==> src/design/kernel_width_quantile_estimator_macros.svh <==
// assertion macros for the kernel width quantile estimator
// used by the top level; no other dependencies
`ifndef KERNEL_WIDTH_QUANTILE_ESTIMATOR_MACROS_SVH
`define KERNEL_WIDTH_QUANTILE_ESTIMATOR_MACROS_SVH

// same-cycle implication, disabled in reset
`define KWQE_ASSERT_SAME(label, clk, rst_n, ante, cons, msg) \
    label: assert property (@(posedge clk) disable iff (!rst_n) (ante) |-> (cons)) \
        else $error(msg);

// next-cycle implication, disabled in reset
`define KWQE_ASSERT_NEXT(label, clk, rst_n, ante, cons, msg) \
    label: assert property (@(posedge clk) disable iff (!rst_n) (ante) |=> (cons)) \
        else $error(msg);

`endif

==> src/design/kwqe_pkg.sv <==
// shared types, constants and helpers for the kernel width estimator
// no dependencies
package kwqe_pkg;

    // default sizes
    localparam int MAX_POINTS_DEF = 64;
    localparam int MAX_DIMS_DEF   = 16;

    // field and datapath widths
    localparam int COORD_W   = 16;
    localparam int LABEL_W   = 8;
    localparam int MASK_W    = 16;
    localparam int QUANT_W   = 17;
    localparam int FRAC_W    = 16;
    localparam int SIGMA_W   = 19;
    localparam int GAMMA_W   = 32;
    localparam int DIST_W    = 37;
    localparam int MUL_W     = 19;
    localparam int PROD_W    = 2 * MUL_W;
    localparam int SQRT_IN_W = 38;
    localparam int DIV_N_W   = 40;
    localparam int DIV_D_W   = 38;

    // constants
    localparam logic [MASK_W-1:0]  MASK_RESET = 16'hFFFF;
    localparam logic [SIGMA_W-1:0] SIGMA_ONE  = 19'd256;
    localparam logic [SIGMA_W-1:0] SIGMA_MAX  = 19'h7FFFF;
    localparam logic [GAMMA_W-1:0] GAMMA_MAX  = 32'hFFFFFFFF;
    localparam logic [QUANT_W-1:0] QUANT_ONE  = 17'h10000;
    localparam logic [DIV_N_W-1:0] GAMMA_NUM  = 40'h80_0000_0000;
    localparam logic [FRAC_W:0]    FRAC_ONE   = 17'h10000;

    // function codes
    localparam logic FUNC_LOAD  = 1'b0;
    localparam logic FUNC_QUERY = 1'b1;

    // sequencer states
    typedef enum logic [4:0] {
        S_IDLE, S_FILL,
        S_B_START, S_B_LI, S_B_LJ, S_B_CMP, S_B_NEXT, S_B_DONE,
        S_C_RD, S_C_SQ, S_C_ACC,
        S_I_RD, S_I_CMP,
        S_Q_MUL, S_Q_IDX, S_Q_RDA, S_Q_SQA, S_Q_WA,
        S_Q_RDB, S_Q_SQB, S_Q_WB, S_Q_M1, S_Q_M2, S_Q_SUM,
        S_G_SQ, S_G_DIV, S_G_WAIT, S_OUT
    } state_t;

    // column enable: only the first sixteen columns can be selected
    function automatic logic col_en(input logic [MASK_W-1:0] mask, input logic [6:0] c);
        return (c < 7'd16) && mask[c[3:0]];
    endfunction

endpackage

==> src/design/kwqe_div.sv <==
// iterative restoring divider, one quotient bit per cycle
// depends on kwqe_pkg
module kwqe_div import kwqe_pkg::*;
(
    input  logic               clk,
    input  logic               rst_n,
    input  logic               start,
    input  logic [DIV_N_W-1:0] num,
    input  logic [DIV_D_W-1:0] den,
    output logic               done,
    output logic [DIV_N_W-1:0] quo
);
    localparam int CNT_W = $clog2(DIV_N_W);

    logic               busy_reg;
    logic               done_reg;
    logic [CNT_W-1:0]   cnt_reg;
    logic [DIV_N_W-1:0] num_reg;
    logic [DIV_D_W-1:0] den_reg;
    logic [DIV_D_W-1:0] rem_reg;

    logic [DIV_D_W:0]   rem_sh;
    logic               ge;
    logic [DIV_D_W-1:0] rem_new;

    // one subtract step
    always_comb
    begin
        rem_sh  = {rem_reg, num_reg[DIV_N_W-1]};
        ge      = rem_sh >= {1'b0, den_reg};
        rem_new = ge ? DIV_D_W'(rem_sh - {1'b0, den_reg}) : rem_sh[DIV_D_W-1:0];
    end

    // control
    always_ff @(posedge clk or negedge rst_n)
    begin
        if (!rst_n)
        begin
            busy_reg <= 1'b0;
            done_reg <= 1'b0;
            cnt_reg  <= '0;
        end
        else
        begin
            done_reg <= busy_reg && (cnt_reg == CNT_W'(DIV_N_W - 1));
            if (start)
            begin
                busy_reg <= 1'b1;
                cnt_reg  <= '0;
            end
            else if (busy_reg)
            begin
                if (cnt_reg == CNT_W'(DIV_N_W - 1))
                    busy_reg <= 1'b0;
                cnt_reg <= cnt_reg + 1'b1;
            end
        end
    end

    // dividend register fills with quotient bits
    always_ff @(posedge clk)
    begin
        if (start)
        begin
            num_reg <= num;
            den_reg <= den;
            rem_reg <= '0;
        end
        else if (busy_reg)
        begin
            num_reg <= {num_reg[DIV_N_W-2:0], ge};
            rem_reg <= rem_new;
        end
    end

    assign done = done_reg;
    assign quo  = num_reg;

endmodule

==> config.mk <==
export PLATFORM = sky130hd
export DESIGN_NAME = kwqe_div
export DESIGN_NICKNAME = d
export VERILOG_FILES = /design/src/design/kernel_width_quantile_estimator_macros.svh /design/src/design/kwqe_pkg.sv /design/src/design/kwqe_div.sv
export SDC_FILE = /design/constraint.sdc
export NUM_CORES = 1
export LEC_CHECK = 0
export BUFFER_PORTS_ARGS = -buffer_cell sky130_fd_sc_hd__buf_2
export CORE_UTILIZATION = 57
export CTS_CLUSTER_SIZE = 16
export DETAILED_ROUTE_END_ITERATION = 7
export PLACE_DENSITY = 0.81
export SLEW_MARGIN = 20
export SYNTH_ARGS = -nofsm -noshare
export SYNTH_HDL_FRONTEND = slang
export SYNTH_SLANG_ARGS = --single-unit
==> constraint.sdc <==
create_clock -name clk -period 4.05 [get_ports clk]
set_input_delay 0.6075 -clock clk [delete_from_list [all_inputs] [get_ports clk]]
set_output_delay 0.6075 -clock clk [all_outputs]
set_load 0.005 [all_outputs]
==> impl_metrics.ini, run 1 <==
[run_status]
status = complete, no violations

[placed_design]
gp_congestion = 0.9460
io_buffer_count = 121
place_inst = 974
dp_hpwl_um = 12110

[synthesis]
syn_area_um2 = 7144
yosys-top-cells-count = 78 x edfxtp_1, 74 x nand2_1, 57 x nor2_1, 53 x inv_1, 43 x a21oi_1
ys_ff_latch = 124
yosysTopAreaCellShare = 0.3278
synthTopCellsByArea = edfxtp_1 33%, dfxtp_1 11%, ha_1 6.8%, mux2_2 6.6%, nand2_1 3.9%
synth_ff_type = edfxtp_1
synth-async-reset-ratio = 0.06452
seq_area_frac_synth = 0.4623
synth.avg_cell_area_um2 = 10.05
synth.most_common_cell = edfxtp_1
yosysTopAreaCell = edfxtp_1
ys_types = 62
synth_nets = 832
synth_cells = 711
synth-edff-count = 78
yosysWarnings = 0

[flow_run]
cap_violations = 0

[cells_and_area]
syn2layout_area_growth_pct = 19.02
n_fill_cell = 885
nets = 946
largest_reg_flops = 40
stdcell_count = 1006
drive_above_1_share = 0.2554
antenna-diode-count = 0

[clock_network]
cts_buffers = 17
postCtsSetupBuffers = 0
clkLatencyLatePin_ns = 0.43
cts_resized = 0
hold_buffers = 0
cts-root-buf = clkbuf_16
clk_pin_slew_ns = 0.06
clockBufferDepth = 2
cts.sinks = 124
htree_levels = 4
cts_tree = done

[floorplanning]
die_x_um = 114.0
core_area_um2 = 12110
die_area_um2 = 12990
start_util = 0.5899
die_h_um = 114.0
num_io_pins = 122
num_rows = 40

[setup_path]
path_buf_inv = 2
slowest_delay_ns = 0.68
path_class = flop to flop
cp-end-kind = flop
cp_top_family = simple AND/OR/NAND/NOR gates
critPathLaunchType = flop
critPathMostFrequentCell = nand2_1
path_cells = inv_1 > ha_1 > nand2_1 > or4_1 > a21oi_1 > o21ai_0 > nand3_1 > and2_1 > buf_4 > nand2_1 > a311oi_1
slowest_stage = and2_1
cp.arrival_ns = 3.75
critPathRequiredTime_ns = 4.38
crit_path_max_fanout = 18

[sta]
worst_pin_slew_ns = 0.9335
relSlewSlack = 0.3754
fin_tns_setup_ns = 0
finalSetupViolCount = 0
rsz0062_at_grt = no
min_period_ns = 3.419
fin_crit_sh = 0.8441
hold_violations = 0
skew_ns = 0.008859
maxSlewViolCount = 0
max_freq_ghz = 0.2925

[route]
firstDrtPassIters = 6
num_vias = 5871
via_per_inst = 5.836
drc = 0
detail-route-antenna-nets = 0
drt_iter0_markers = 472
wirelength_um = 16980
wire_per_inst_um = 16.88

[pwr]
total_power_mw = 3.458
p_leak_nw = 3.655
vdd_drop_max_v = 0.0003609
pwr_density_cell_nw_per_um2 = 406.7

[global_route]
grt_pass1_wl_um = 27640
grt_remaining_overflow = 0
grt_pass1_vias = 5806
grt_max_degree = 52
antenna_found_initial = 0
track_usage = 0.2753

[min_path]
min_path_type = input port to async pin
placed cells by master, fill, tap and decap left out, drive strengths merged, types with 12 or more instances in the layout:
| cell | synthesis | routed |
|---|---|---|
| nor2 | 57 | 57 |
| dfxtp | 38 | 38 |
| inv | 53 | 53 |
| nand3 | 12 | 12 |
| clkbuf | 22 | 21 |
| mux2 | 43 | 43 |
| nand2 | 75 | 75 |
| o21ai | 32 | 32 |
| a311oi | 21 | 21 |
| buf | 13 | 130 |
| xnor2 | 21 | 21 |
| ha | 39 | 39 |
| a21oi | 43 | 43 |
| xor2 | 15 | 15 |
| edfxtp | 78 | 78 |
stage by stage:
step	instance area, um2	utilization	hold slack, ns	worst slack, ns
global route	8503	0.7021	0.01639	0.3683
finish	8503	0.7021	0.01382	0.6314
floorplan	7144	-	0.3119	1.007
global placement	7868	0.6496	0.4477	0.8227
detailed placement	7868	0.6496	0.4566	0.7297
CTS	8503	0.7021	0.0007209	0.6476
power breakdown:
part	internal, mW	switching [mW]	total, mW
clock	1.07	0.561	1.63
combinational	0.167	0.189	0.356
sequential	1.43	0.0366	1.47
total	2.67	0.786	3.46
layout make-up:
cell class	count	area (um2)	area share
Clock buffer	21	470.5	0.05533
Clock inverter	11	165.2	0.01942
Inverter	53	198.9	0.02340
Multi-Input combinational cell	499	3480	0.4092
Sequential cell	124	3303	0.3885
Tap cell	168	210.2	0.02472
Timing Repair Buffer	130	675.6	0.07946
metal layers:
| layer | track usage | part of all wire | vias to the layer above |
|---|---|---|---|
| met4 | 0.1169 | 0.020 | 0 |
| li1 | - | - | 2829 |
| met3 | 0.07386 | 0.077 | 29 |
| met2 | 0.4501 | 0.47 | 252 |
| met5 | 0 | 0 | - |
| met1 | 0.3447 | 0.43 | 2761 |
logic make-up (layout without fill, tap and decap cells):
group,Yosys count,count (layout),synth area share
AO/OA/AOI/OAI,169,169,0.1616
flip-flops,124,124,0.4623
AND/OR/NAND/NOR,203,203,0.1307
multiplexers,51,51,0.07951
adder cells (fa/ha/maj),40,40,0.07110
XOR/XNOR,36,36,0.04413
buffers and inverters,88,215,0.05061
worst paths after layout:
path                                   from         end  slack [ns]  depth (start not counted)
worst max-delay path            den_reg[17]  rem_reg[1]        0.63                         11
worst min-delay path                  rst_n  cnt_reg[0]        0.01                          1
worst max register to register  den_reg[17]  rem_reg[1]        0.63                         11
worst min register to register   rem_reg[8]  rem_reg[9]        0.49                          2
max in group asynchronous             rst_n  cnt_reg[1]        3.87                          1
min in group clk                     den[6]  den_reg[6]        0.35                          1
(Power assumes the default switching activity.)
==> run 2: changes to the inputs <==
Settings changed: ABC_AREA set to 1, CORE_UTILIZATION 57 to 58.
Clock period 4.05 ns to 3.5 ns, I/O delays scaled along.
==> impl_metrics.ini, run 2 <==
[global_route]
top_usage_layer = met2
grt_max_degree = 56
grt_remaining_overflow = 0
grt_pass1_vias = 7407
grtUsageMet2 = 0.5107
track_usage = 0.3003
grt_use_met1 = 0.3688
antenna_found_initial = 0
grt_use_met3 = 0.07472
grt_pass1_wl_um = 33980

[placed_design]
place_inst = 1448
dp_hpwl_um = 15490
io_buffer_count = 121
gp_congestion = 0.9820
place_ws_ns = 0.9142

[sta]
setup_slack_ns = 0.8321
rsz0062_at_grt = no
fin_crit_sh = 0.7622
hold_violations = 0
maxSlewViolCount = 0
worst_pin_slew_ns = 1.021
relSlewSlack = 0.3181
holdWs_ns = 0.2765
fin_tns_setup_ns = 0
min_period_ns = 2.668
finalSetupViolCount = 0
skew_ns = 0.01712
max_freq_ghz = 0.3748

[cells_and_area]
final_common_cell = nand2_1
final_core_util = 0.6899
largest_reg_flops = 40
layout_common_cells = 447 x nand2_1, 204 x inv_1, 121 x buf_2
antenna-diode-count = 0
multi_input_area_um2 = 3930
nets = 1409
syn2layout_area_growth_pct = 16.43
stdcell_count = 1481
seqCellArea_um2 = 3303
n_fill_cell = 1214
drive_above_1_share = 0.1483

[flow_run]
cap_violations = 0

[min_path]
hold_start = den[16]
hold_end = den_reg[16]
min_path_type = input port to flop
min_path_cells = 1

[setup_path]
crit_path_max_fanout = 22
critPathRequiredTime_ns = 3.75
r2r_end = rem_reg[31]
path_class = flop to flop
cp-end-kind = flop
cp.arrival_ns = 2.91
r2r_cells = 15
r2r_slack_ns = 0.83
regToRegStartpoint = den_reg[2]
critPathLaunchType = flop

[pwr]
pwr_density_cell_nw_per_um2 = 692.6
vdd_drop_max_v = 0.0004199
p_leak_nw = 5.189

[clock_network]
cts-root-buf = clkbuf_16
htree_levels = 4
clockBufferDepth = 2
clk_pin_slew_ns = 0.06
cts.sinks = 124
clkLatencyLatePin_ns = 0.43
cts_tree = done
cts_buffers = 17
postCtsSetupBuffers = 0

[synthesis]
ys_types = 38
yosys-top-cells-count = 447 x nand2_1, 205 x inv_1, 104 x nand3_1, 78 x edfxtp_1, 65 x nor2_1
seq_area_frac_synth = 0.4032
synth_cells = 1169
yosysTopAreaCellShare = 0.2859
synth-async-reset-ratio = 0.06452
synth-edff-count = 78
synth_ff_type = edfxtp_1
yosysWarnings = 0
ys_ff_latch = 124
synth.most_common_cell = nand2_1
yosysTopAreaCell = edfxtp_1
syn_area_um2 = 8193
synth_nets = 1290
synth.avg_cell_area_um2 = 7.008
synthTopCellsByArea = edfxtp_1 29%, nand2_1 20%, inv_1 9.4%, dfxtp_1 9.3%, nand3_1 6.4%

[floorplanning]
die_h_um = 120.9
num_rows = 43
start_util = 0.5925
num_io_pins = 122
die_area_um2 = 14600
die_x_um = 120.9
core_area_um2 = 13830

[route]
wire_per_inst_um = 14.06
wirelength_um = 20830
via_per_inst = 5.149
firstDrtPassIters = 7
detail-route-antenna-nets = 0
drc = 2
num_vias = 7626
drt_iter0_markers = 471

[run_status]
violations = DRC
status = finished, violations left
[run 2: area by class of cell]
type / count / area share
Multi-Input combinational cell: 806 / 0.4120
Sequential cell: 124 / 0.3463
Inverter: 209 / 0.08224
Timing Repair Buffer: 130 / 0.07214
Clock buffer: 21 / 0.04617
Tap cell: 180 / 0.02361
Clock inverter: 11 / 0.01758
[run 2: what timing repair did]
item | 4_1_cts | 5_1_grt
hold buffers | 1 | 0
gates resized for setup | 0 | 0
endpoints found under the hold margin | 8 | 0
[run 2: cell families after synthesis]
kind of cell	count (synthesis)	share of synthesized area
buf+inv	239	0.1174
flops	124	0.4032
simple gates	665	0.3427
compound gates	81	0.05330
fa+ha+maj	40	0.06200
xor+xnor	20	0.02138
[run 2: power by group]
| part | internal (mW) | total [mW] | switching, mW | leakage [nW] |
|---|---|---|---|---|
| combinational | 1.03 | 2.80 | 1.77 | 3.67 |
| clock | 1.19 | 1.86 | 0.666 | 0.293 |
| sequential | 1.81 | 1.95 | 0.144 | 1.23 |
| total | 4.02 | 6.61 | 2.58 | 5.19 |
[run 2: per-layer routing]
layer | wire length (um) | vias up
li1 | - | 3877
met1 | 9345 | 3485
met2 | 9801 | 235
met3 | 1277 | 29
met4 | 406 | 0
met5 | 0 | -
[run 2: worst max-delay path by stage]
stage / depth (start not counted) / endpoint / from
finish: 15 / rem_reg[31] / den_reg[2]
global placement: 15 / rem_reg[24] / den_reg[2]
floorplan: 4 / quo[0] / start
detailed placement: 15 / rem_reg[23] / den_reg[2]
global route: 13 / rem_reg[31] / den_reg[29]
CTS: 15 / rem_reg[31] / den_reg[2]
[run 2: per-stage QoR]
stage / power [mW] / cell area [um2]
final: 6.607 / 9539
after global placement: 4.674 / 8921
after CTS: 6.598 / 9539
after global routing: 7.072 / 9539
after floorplan: 4.119 / 8193
after detailed placement: 4.720 / 8921
[run 2: critical path, stage by stage, from the launching register on]
cell,delay [ns]
edfxtp_1,0.33
inv_1,0.05
ha_1,0.42
a21oi_4,0.17
nand2_2,0.10
nand2_1,0.08
nand2_2,0.08
nand2_2,0.07
nand2_2,0.09
nand2_2,0.09
nand2_2,0.06
nand2_2,0.41
buf_12,0.23
nand3_1,0.09
nand3_1,0.12
o21ai_0,0.10
