[src/design/kernel_width_quantile_estimator_macros.svh]
// assertion macros for the kernel width quantile estimator
// used by the top level; no other dependencies
`ifndef KERNEL_WIDTH_QUANTILE_ESTIMATOR_MACROS_SVH
`define KERNEL_WIDTH_QUANTILE_ESTIMATOR_MACROS_SVH

// same-cycle implication, disabled in reset
`define KWQE_ASSERT_SAME(label, clk, rst_n, ante, cons, msg) \
    label: assert property (@(posedge clk) disable iff (!rst_n) (ante) |-> (cons)) \
        else $error(msg);

// next-cycle implication, disabled in reset
`define KWQE_ASSERT_NEXT(label, clk, rst_n, ante, cons, msg) \
    label: assert property (@(posedge clk) disable iff (!rst_n) (ante) |=> (cons)) \
        else $error(msg);

`endif

[src/design/kwqe_pkg.sv]
// shared types, constants and helpers for the kernel width estimator
// no dependencies
package kwqe_pkg;

    // default sizes
    localparam int MAX_POINTS_DEF = 64;
    localparam int MAX_DIMS_DEF   = 16;

    // field and datapath widths
    localparam int COORD_W   = 16;
    localparam int LABEL_W   = 8;
    localparam int MASK_W    = 16;
    localparam int QUANT_W   = 17;
    localparam int FRAC_W    = 16;
    localparam int SIGMA_W   = 19;
    localparam int GAMMA_W   = 32;
    localparam int DIST_W    = 37;
    localparam int MUL_W     = 19;
    localparam int PROD_W    = 2 * MUL_W;
    localparam int SQRT_IN_W = 38;
    localparam int DIV_N_W   = 40;
    localparam int DIV_D_W   = 38;

    // constants
    localparam logic [MASK_W-1:0]  MASK_RESET = 16'hFFFF;
    localparam logic [SIGMA_W-1:0] SIGMA_ONE  = 19'd256;
    localparam logic [SIGMA_W-1:0] SIGMA_MAX  = 19'h7FFFF;
    localparam logic [GAMMA_W-1:0] GAMMA_MAX  = 32'hFFFFFFFF;
    localparam logic [QUANT_W-1:0] QUANT_ONE  = 17'h10000;
    localparam logic [DIV_N_W-1:0] GAMMA_NUM  = 40'h80_0000_0000;
    localparam logic [FRAC_W:0]    FRAC_ONE   = 17'h10000;

    // function codes
    localparam logic FUNC_LOAD  = 1'b0;
    localparam logic FUNC_QUERY = 1'b1;

    // sequencer states
    typedef enum logic [4:0] {
        S_IDLE, S_FILL,
        S_B_START, S_B_LI, S_B_LJ, S_B_CMP, S_B_NEXT, S_B_DONE,
        S_C_RD, S_C_SQ, S_C_ACC,
        S_I_RD, S_I_CMP,
        S_Q_MUL, S_Q_IDX, S_Q_RDA, S_Q_SQA, S_Q_WA,
        S_Q_RDB, S_Q_SQB, S_Q_WB, S_Q_M1, S_Q_M2, S_Q_SUM,
        S_G_SQ, S_G_DIV, S_G_WAIT, S_OUT
    } state_t;

    // column enable: only the first sixteen columns can be selected
    function automatic logic col_en(input logic [MASK_W-1:0] mask, input logic [6:0] c);
        return (c < 7'd16) && mask[c[3:0]];
    endfunction

endpackage

[src/design/kwqe_sqrt.sv]
// iterative square root, two radicand bits per cycle, rounded to nearest
// depends on kwqe_pkg
module kwqe_sqrt import kwqe_pkg::*;
(
    input  logic                 clk,
    input  logic                 rst_n,
    input  logic                 start,
    input  logic [SQRT_IN_W-1:0] x,
    output logic                 done,
    output logic [SIGMA_W-1:0]   root
);
    localparam int STEPS = SQRT_IN_W / 2;
    localparam int CNT_W = $clog2(STEPS);
    localparam int REM_W = SIGMA_W + 2;

    logic                 busy_reg;
    logic                 done_reg;
    logic [CNT_W-1:0]     cnt_reg;
    logic [SQRT_IN_W-1:0] x_reg;
    logic [SIGMA_W-1:0]   root_reg;
    logic [REM_W-1:0]     rem_reg;
    logic [SIGMA_W-1:0]   res_reg;

    logic [REM_W+1:0]     rem_sh;
    logic [REM_W+1:0]     trial;
    logic                 ge;
    logic [REM_W-1:0]     rem_new;
    logic [SIGMA_W-1:0]   root_new;
    logic [SIGMA_W:0]     rounded;

    // one restoring step
    always_comb
    begin
        rem_sh   = {rem_reg, x_reg[SQRT_IN_W-1 -: 2]};
        trial    = (REM_W+2)'({root_reg, 2'b01});
        ge       = rem_sh >= trial;
        rem_new  = ge ? REM_W'(rem_sh - trial) : REM_W'(rem_sh);
        root_new = {root_reg[SIGMA_W-2:0], ge};
        rounded  = (SIGMA_W+1)'(root_new)
                 + (SIGMA_W+1)'(rem_new > REM_W'(root_new));
    end

    // control
    always_ff @(posedge clk or negedge rst_n)
    begin
        if (!rst_n)
        begin
            busy_reg <= 1'b0;
            done_reg <= 1'b0;
            cnt_reg  <= '0;
        end
        else
        begin
            done_reg <= busy_reg && (cnt_reg == CNT_W'(STEPS - 1));
            if (start)
            begin
                busy_reg <= 1'b1;
                cnt_reg  <= '0;
            end
            else if (busy_reg)
            begin
                if (cnt_reg == CNT_W'(STEPS - 1))
                    busy_reg <= 1'b0;
                cnt_reg <= cnt_reg + 1'b1;
            end
        end
    end

    // datapath
    always_ff @(posedge clk)
    begin
        if (start)
        begin
            x_reg    <= x;
            root_reg <= '0;
            rem_reg  <= '0;
        end
        else if (busy_reg)
        begin
            x_reg    <= {x_reg[SQRT_IN_W-3:0], 2'b00};
            root_reg <= root_new;
            rem_reg  <= rem_new;
            if (cnt_reg == CNT_W'(STEPS - 1))
                res_reg <= rounded[SIGMA_W] ? SIGMA_MAX : rounded[SIGMA_W-1:0];
        end
    end

    assign done = done_reg;
    assign root = res_reg;

endmodule

[config.mk]
export PLATFORM = sky130hd
export DESIGN_NAME = kwqe_sqrt
export DESIGN_NICKNAME = d
export VERILOG_FILES = /design/src/design/kernel_width_quantile_estimator_macros.svh /design/src/design/kwqe_pkg.sv /design/src/design/kwqe_sqrt.sv
export SDC_FILE = /design/constraint.sdc
export NUM_CORES = 1
export LEC_CHECK = 0
export BUFFER_PORTS_ARGS = -buffer_cell sky130_fd_sc_hd__buf_2
export CAP_MARGIN = 20
export CORE_MARGIN = 1
export CORE_UTILIZATION = 55
export DETAILED_ROUTE_END_ITERATION = 10
export GPL_ROUTABILITY_DRIVEN = 0
export PLACE_DENSITY_LB_ADDON = 0.25
export SETUP_SLACK_MARGIN = 0.02
export SYNTH_ARGS = -nofsm -noshare
export SYNTH_HDL_FRONTEND = slang
export SYNTH_SLANG_ARGS = --single-unit
[constraint.sdc]
create_clock -name clk -period 5.71 [get_ports clk]
set_input_delay 0.571 -clock clk [delete_from_list [all_inputs] [get_ports clk]]
set_output_delay 0.571 -clock clk [all_outputs]
set_load 0.1 [all_outputs]
==> impl_metrics.yaml, run 1 <==
clock_tree:
  cts.path.max_buffers: 2
  cts.sinks: 104
  clk_pin_slew_ps: 100
  clockRootBuffer: "clkbuf_8"
  clock_latency_ps: 390
  cts_made_buffers: 9
  cts_tree: "built"
  cts_max_level: 3
final_layout:
  layout-drive-gt1-share_pct: 27.78
  stdcell_count: 784
  layout.nets: 728
  antenna_cells: 0
  synthToLayoutAreaGrowth_pct: 13.17
global_routing:
  track_usage_pct: 22.20
  overflow: 0
  grt_max_degree: 91
  antenna_found_initial: 0
  grt_pass1_vias: 4369
  grt_pass1_wl_mm: 20.02
timing:
  tightest_slew_ps: 940.8
  setup_violations: 0
  tns_ps: 0
  fin_skew_ps: 12.19
  fin_crit_sh_pct: 93.18
  max_clock_freq_mhz: 187.9
  hold_viol: 0
  timing.hold.ws_ps: 466.7
  min_period_ps: 5321
  final-max-slew-violation-count: 0
  relSlewSlack_pct: 37.28
  finalWorstSetupSlack_ps: 389.4
power_and_ir_drop:
  power.leakage_nw: 2.937
  p_sw_mw: 1.530
  powerDensity_nw_per_um2: 536.1
  internal-power_mw: 2.152
  seq_power_share_pct: 26.3
  sw_frac_of_total_pct: 41.56
  pwr-share-clk_pct: 11.7
  comb_power_share_pct: 61.9
  power_mw: 3.683
  irDropWorstVdd_v: 0.0002700
setup_path:
  reg2reg_to: "root[18]"
  cp_max_fo: 15
  critPathArrivalTime_ps: 5460
  worstRegToRegCells: 23
  path_class: "reg2reg"
  required_ps: 5850
  endpoint_kind: "flop"
  rr_startpoint: "root_reg[2]"
  worst-r2r-setup-slack_ps: 390
  cp-start-kind: "flop"
drt:
  ant_nets: 0
  via_per_inst: 5.690
  drt_wl_total_mm: 12.03
  drt_iter0_drc: 196
  dr.pass1.iters: 4
  drc: 0
  via_count: 4461
  detail_route.wl_per_cell_um: 15.34
hold_path:
  whs_path_depth: 2
  hp-start: "x[0]"
  hold_class: "in2reg"
  whs_endpoint: "x_reg[0]"
synth:
  yosysSeqAreaShare_pct: 44.28
  synth_top_flop_cell: "edfxtp_1"
  synth.area.top_cells: "edfxtp_1, dfxtp_1, ha_1, mux2_2, mux2i_1"
  syn_avg_cell_area_um2: 10.39
  ys_seq_elements: 104
  synth_top_cell_by_area: "edfxtp_1"
  synthCells: 584
  syn_area_um2: 6070
  synth_edf_count: 57
  ys_types: 60
  synth_warnings: 0
  synthArstFlopShare_pct: 6.731
  syn-num-nets: 669
  synth.top_cell.area_share_pct: 28.20
place:
  place_hpwl_mm: 8.751
  placedCellCount: 764
  dp_slack_ps: 46.00
  portBuffers: 60
floorplanning:
  die_x_um: 107.1
  die_h_um: 107.1
  core_area_um2: 10510
  rows: 37
  ios: 61
  initial_core_util_pct: 57.76
  die_area_um2: 11460
run:
  cap_violations: 0
outcome:
  status: "complete, no violations"
-- placed cells by master (no fill, tap or decap), types with 7 or more instances in the layout --
| master | instances |
|---|---|
| xnor2_1 | 29 |
| xor2_1 | 8 |
| ha_1 | 32 |
| buf_4 | 10 |
| nand3_1 | 9 |
| edfxtp_1 | 57 |
| nand4_1 | 11 |
| nand2_1 | 36 |
| mux2_2 | 40 |
| buf_2 | 60 |
| inv_1 | 26 |
| a21oi_1 | 31 |
| o21ai_0 | 20 |
| clkbuf_8 | 9 |
| o21a_1 | 9 |
| mux2i_1 | 28 |
| nor2_1 | 65 |
| nor3_1 | 10 |
| ha_2 | 8 |
| nand2b_1 | 8 |
| dfxtp_2 | 7 |
| dfxtp_1 | 31 |
-- per-layer routing --
layer | up-vias | track usage (%) | share of wire, % | routed length (um)
met3 | 15 | 4.620 | 4.3 | 514
li1 | 2222 | - | - | -
met5 | - | 0 | 0 | 0
met2 | 90 | 36.31 | 49 | 5865
met4 | 0 | 8.806 | 1.7 | 209
met1 | 2134 | 28.73 | 45 | 5436
-- power groups by stage --
stage               combinational, mW  clock [mW]  sequential, mW
floorplan                        1.67           0           0.958
global placement                 2.08           0           0.977
detailed placement               2.12           0           0.981
CTS                              2.14       0.449           0.965
global route                     2.54       0.477           0.982
finish                           2.28       0.432           0.970
-- final cells by class --
class / count / area (um^2)
fillers: 856 / 3640
inverters: 30 / 112.6
flip-flops and latches: 104 / 2705
well taps: 136 / 170.2
multi-input cells: 426 / 3289
clock buffers: 9 / 123.9
repair buffers: 72 / 405.4
clock inverters: 7 / 62.56
-- critical path, stage by stage, from the launching register on --
cell and delay [ps]:
dfxtp_2 380, inv_1 110, ha_2 410, nand4_1 140
or4_4 570, a21oi_4 210, a21oi_4 60, buf_4 210
inv_2 170, mux2_4 330, ha_1 360, o21ai_0 100
a21oi_1 210, nor3_1 90, o221ai_1 240, ha_2 230
ha_1 200, nand2_1 80, nor2_2 130, and4_4 260
and3_1 200, nand3_1 100, xnor2_1 200, nand2_1 70
-- kinds of logic after synthesis --
kind of cell | Yosys count | synth area share (%)
and+or+nand+nor | 172 | 13.44
DFF | 104 | 44.28
AOI/OAI and AO/OA | 99 | 10.78
muxes | 74 | 13.52
buffers and inverters | 54 | 3.566
adders and majority gates | 44 | 9.070
xor gates and xnor gates | 37 | 5.339
-- worst max path at each step --
stage	slack [ps]	to	start	cells after the start
final	390	root[18]	root_reg[2]	23
after global routing	-10	root[18]	root_reg[9]	27
after floorplan	590	root[18]	root_reg[5]	28
after global placement	230	root[18]	root_reg[2]	25
after detailed placement	50	root[5]	root_reg[2]	23
after CTS	50	root[18]	root_reg[2]	25
-- repair_timing --
item                                    in CTS  in global routing
gates resized for setup                      1                 40
hold endpoints to repair                     7                  0
endpoints found under the setup margin       3                 19
setup buffers                                0                  3
hold buffers                                 1                  0
pin swaps                                    0                  7
-- stage by stage --
step / area, um^2 / util [%]
after floorplan: 6070 / -
after global placement: 6510 / 61.95
after detailed placement: 6510 / 61.95
after CTS: 6709 / 63.84
after global routing: 6869 / 65.36
final: 6869 / 65.36
-- synth_stat cells, types with 2 or more instances --
cell type and instances:
o211ai_1 3, a21o_1 3, mux2_2 40, nor4_1 3, dfxtp_1 40, nor3_1 11
edfxtp_1 57, nand4_1 11, and2_1 3, nor3b_1 2, buf_2 2, o31ai_1 3
ha_1 44, nor2b_1 4, nand2b_1 8, a21oi_4 2, nand3_1 9, or2_2 3
mux2i_1 28, or3_1 2, nor2_1 69, a211oi_1 6, xnor2_1 29, nand2_1 37
and3_1 3, dfrtp_1 7, xor2_1 8, clkbuf_1 17, o21bai_1 2, buf_1 3
inv_1 28, o21ai_0 21, mux2_4 6, o21a_1 9, o2111ai_1 2, a21oi_1 32
and4_1 2, o31a_1 3
Note: power is estimated with default switching activity, not from simulation.
==> run 2: changes to the inputs <==
Settings changed: RECOVER_POWER set to 100.
==> run 2 against run 1 <==
The flow now finishes with violations (capacitance limit, slew limit). Sequential share of layout area is 0.19 points higher. Clock power about the same. Final cell count stayed put. Die area unchanged. Clock-buffer cell count stayed put. Largest cell class unchanged. Power grew 0.13%. Highest routed layer unchanged. Critical endpoint unchanged. Final area fell by 0.49%. Utilization decreased by 0.32 points. Combinational power barely moved. Clock skew about the same. First-iteration DRC count increased by 30%.
==> impl_metrics.yaml, run 2 (synthesized netlist as in run 1, its figures left out) <==
clock_tree:
  cts.sinks: 104
  clockRootBuffer: "clkbuf_8"
  clock_latency_ps: 390
  cts_tree: "built"
  cts_made_buffers: 9
  cts_max_level: 3
  clk_pin_slew_ps: 100
  cts.path.max_buffers: 2
setup_path:
  worstPathCellList: "inv_1 > ha_2 > nand4_1 > or4_4 > a21oi_4 > a21oi_4 > buf_4 > inv_2 > mux2_4 > ha_1 > o21ai_0 > a21oi_1 > nor3_1 > o221ai_1 > ha_2 > ha_1 > nand2_1 > nor2_2 > and4_4 > and3_1 > nand3_1 > xnor2_1 > nand2_1"
  cp_max_fo: 15
  cpPeakStageDelay_ps: 570
  critPathArrivalTime_ps: 5470
  critPathSlowestCell: "or4_4"
  crit_family: "simple AND/OR/NAND/NOR gates"
  worstRegToRegCells: 23
  required_ps: 5850
  endpoint_kind: "flop"
  worst-r2r-setup-slack_ps: 380
  cp-start-kind: "flop"
  reg2reg_to: "root[18]"
  cp_num_buf_inv: 3
  path_class: "reg2reg"
  rr_startpoint: "root_reg[2]"
drt:
  detail_route.wl_per_cell_um: 15.43
  ant_nets: 0
  drt_iter0_drc: 254
  via_count: 4462
  via_per_inst: 5.691
  dr.pass1.iters: 4
  drc: 0
  drt_wl_total_mm: 12.10
timing:
  setup_violations: 0
  min_period_ps: 5334
  hold_viol: 0
  fin_crit_sh_pct: 93.42
  fin_skew_ps: 11.93
  relSlewSlack_pct: -165.9
  final-max-slew-violation-count: 130
  timing.hold.ws_ps: 467.1
  max_clock_freq_mhz: 187.5
  tightest_slew_ps: 3988
  tns_ps: 0
run:
  cap_violations: 2
floorplanning:
  die_x_um: 107.1
  die_h_um: 107.1
  ios: 61
  die_area_um2: 11460
  core_area_um2: 10510
  initial_core_util_pct: 57.76
  rows: 37
place:
  place_area_um2: 6510
  portBuffers: 60
  place_hpwl_mm: 8.751
final_layout:
  layout-drive-gt1-share_pct: 24.07
  synthToLayoutAreaGrowth_pct: 12.62
  antenna_cells: 0
  fillers: 866
  final_cell_area_um2: 6835
  layout_commonest_cell: "nor2_1"
  post-route-util_pct: 65.04
  layout.nets: 728
  layout_common_cells: "nor2_1, edfxtp_1, mux2_2"
hold_path:
  whs_endpoint: "x_reg[0]"
  hp-start: "x[0]"
  whs_path_depth: 2
  hold_class: "in2reg"
global_routing:
  grt_max_degree: 91
  overflow: 0
  antenna_found_initial: 0
  track_usage_pct: 22.20
  grt_pass1_vias: 4369
  grt_pass1_wl_mm: 20.02
power_and_ir_drop:
  seq_power_share_pct: 26.3
  pwr-share-clk_pct: 11.7
  comb_power_share_pct: 62.0
  p_sw_mw: 1.532
  power_mw: 3.687
  powerDensity_nw_per_um2: 539.5
  irDropWorstVdd_v: 0.0002702
  internal-power_mw: 2.156
  sw_frac_of_total_pct: 41.54
  power.leakage_nw: 2.868
outcome:
  status: "finished, violations left"
  violations: "capacitance limit, slew limit"
==> run 2: power by group through the flow <==
stage	Clock, mW	Sequential, mW	Combinational (mW)
after floorplan	0	0.958	1.67
after global placement	0	0.977	2.08
after detailed placement	0	0.981	2.12
after CTS	0.449	0.965	2.14
after global routing	0.477	0.983	2.55
final	0.432	0.970	2.28
==> run 2: worst max-delay path by stage <==
stage / from / end / slack [ps] / depth (start not counted)
floorplan: root_reg[5] / root[18] / 590 / 28
global placement: root_reg[2] / root[18] / 230 / 25
detailed placement: root_reg[2] / root[5] / 50 / 23
CTS: root_reg[2] / root[18] / 50 / 25
global route: root_reg[9] / root[18] / -10 / 27
finish: root_reg[2] / root[18] / 380 / 23
==> run 2: worst register-to-register path, cell delays in order, from the launching register on <==
cell,delay [ps]
dfxtp_2,380
inv_1,120
ha_2,410
nand4_1,140
or4_4,570
a21oi_4,210
a21oi_4,60
buf_4,210
inv_2,170
mux2_4,330
ha_1,360
o21ai_0,100
a21oi_1,220
nor3_1,90
o221ai_1,240
ha_2,230
ha_1,200
nand2_1,80
nor2_2,130
and4_4,270
and3_1,200
nand3_1,100
xnor2_1,200
nand2_1,70
==> run 2: timing repair <==
item,CTS,global route
hold buffers,1,0
hold endpoints to repair,7,0
gates cloned,0,0
buffers inserted,0,3
setup endpoints to repair,3,19
gates resized for setup,1,40
pin swaps,0,7
==> run 2: area by class of cell <==
cell class                 instances  area, um^2  share of cell area, %
clock buffer                       9       123.9                  1.812
clock inverter                     7       62.56                 0.9152
inverter                          30       112.6                  1.647
multi-input combinational        426        3289                  48.12
sequential                       104        2705                  39.58
tap                              136       170.2                  2.489
timing repair buffer              72       371.6                  5.437
==> run 2: layer usage <==
metal | wire [um] | GRT usage, % | vias to the layer above
li1 | - | - | 2223
met2 | 5945 | 36.31 | 84
met4 | 160 | 8.806 | 0
met3 | 464 | 4.620 | 13
met5 | 0 | 0 | -
met1 | 5527 | 28.73 | 2142
==> run 2: per-stage QoR <==
step	instances	setup slack [ps]
floorplan	584	591.3
global placement	764	228.1
detailed placement	764	46.00
CTS	781	47.03
global route	784	-12.21
finish	784	375.9
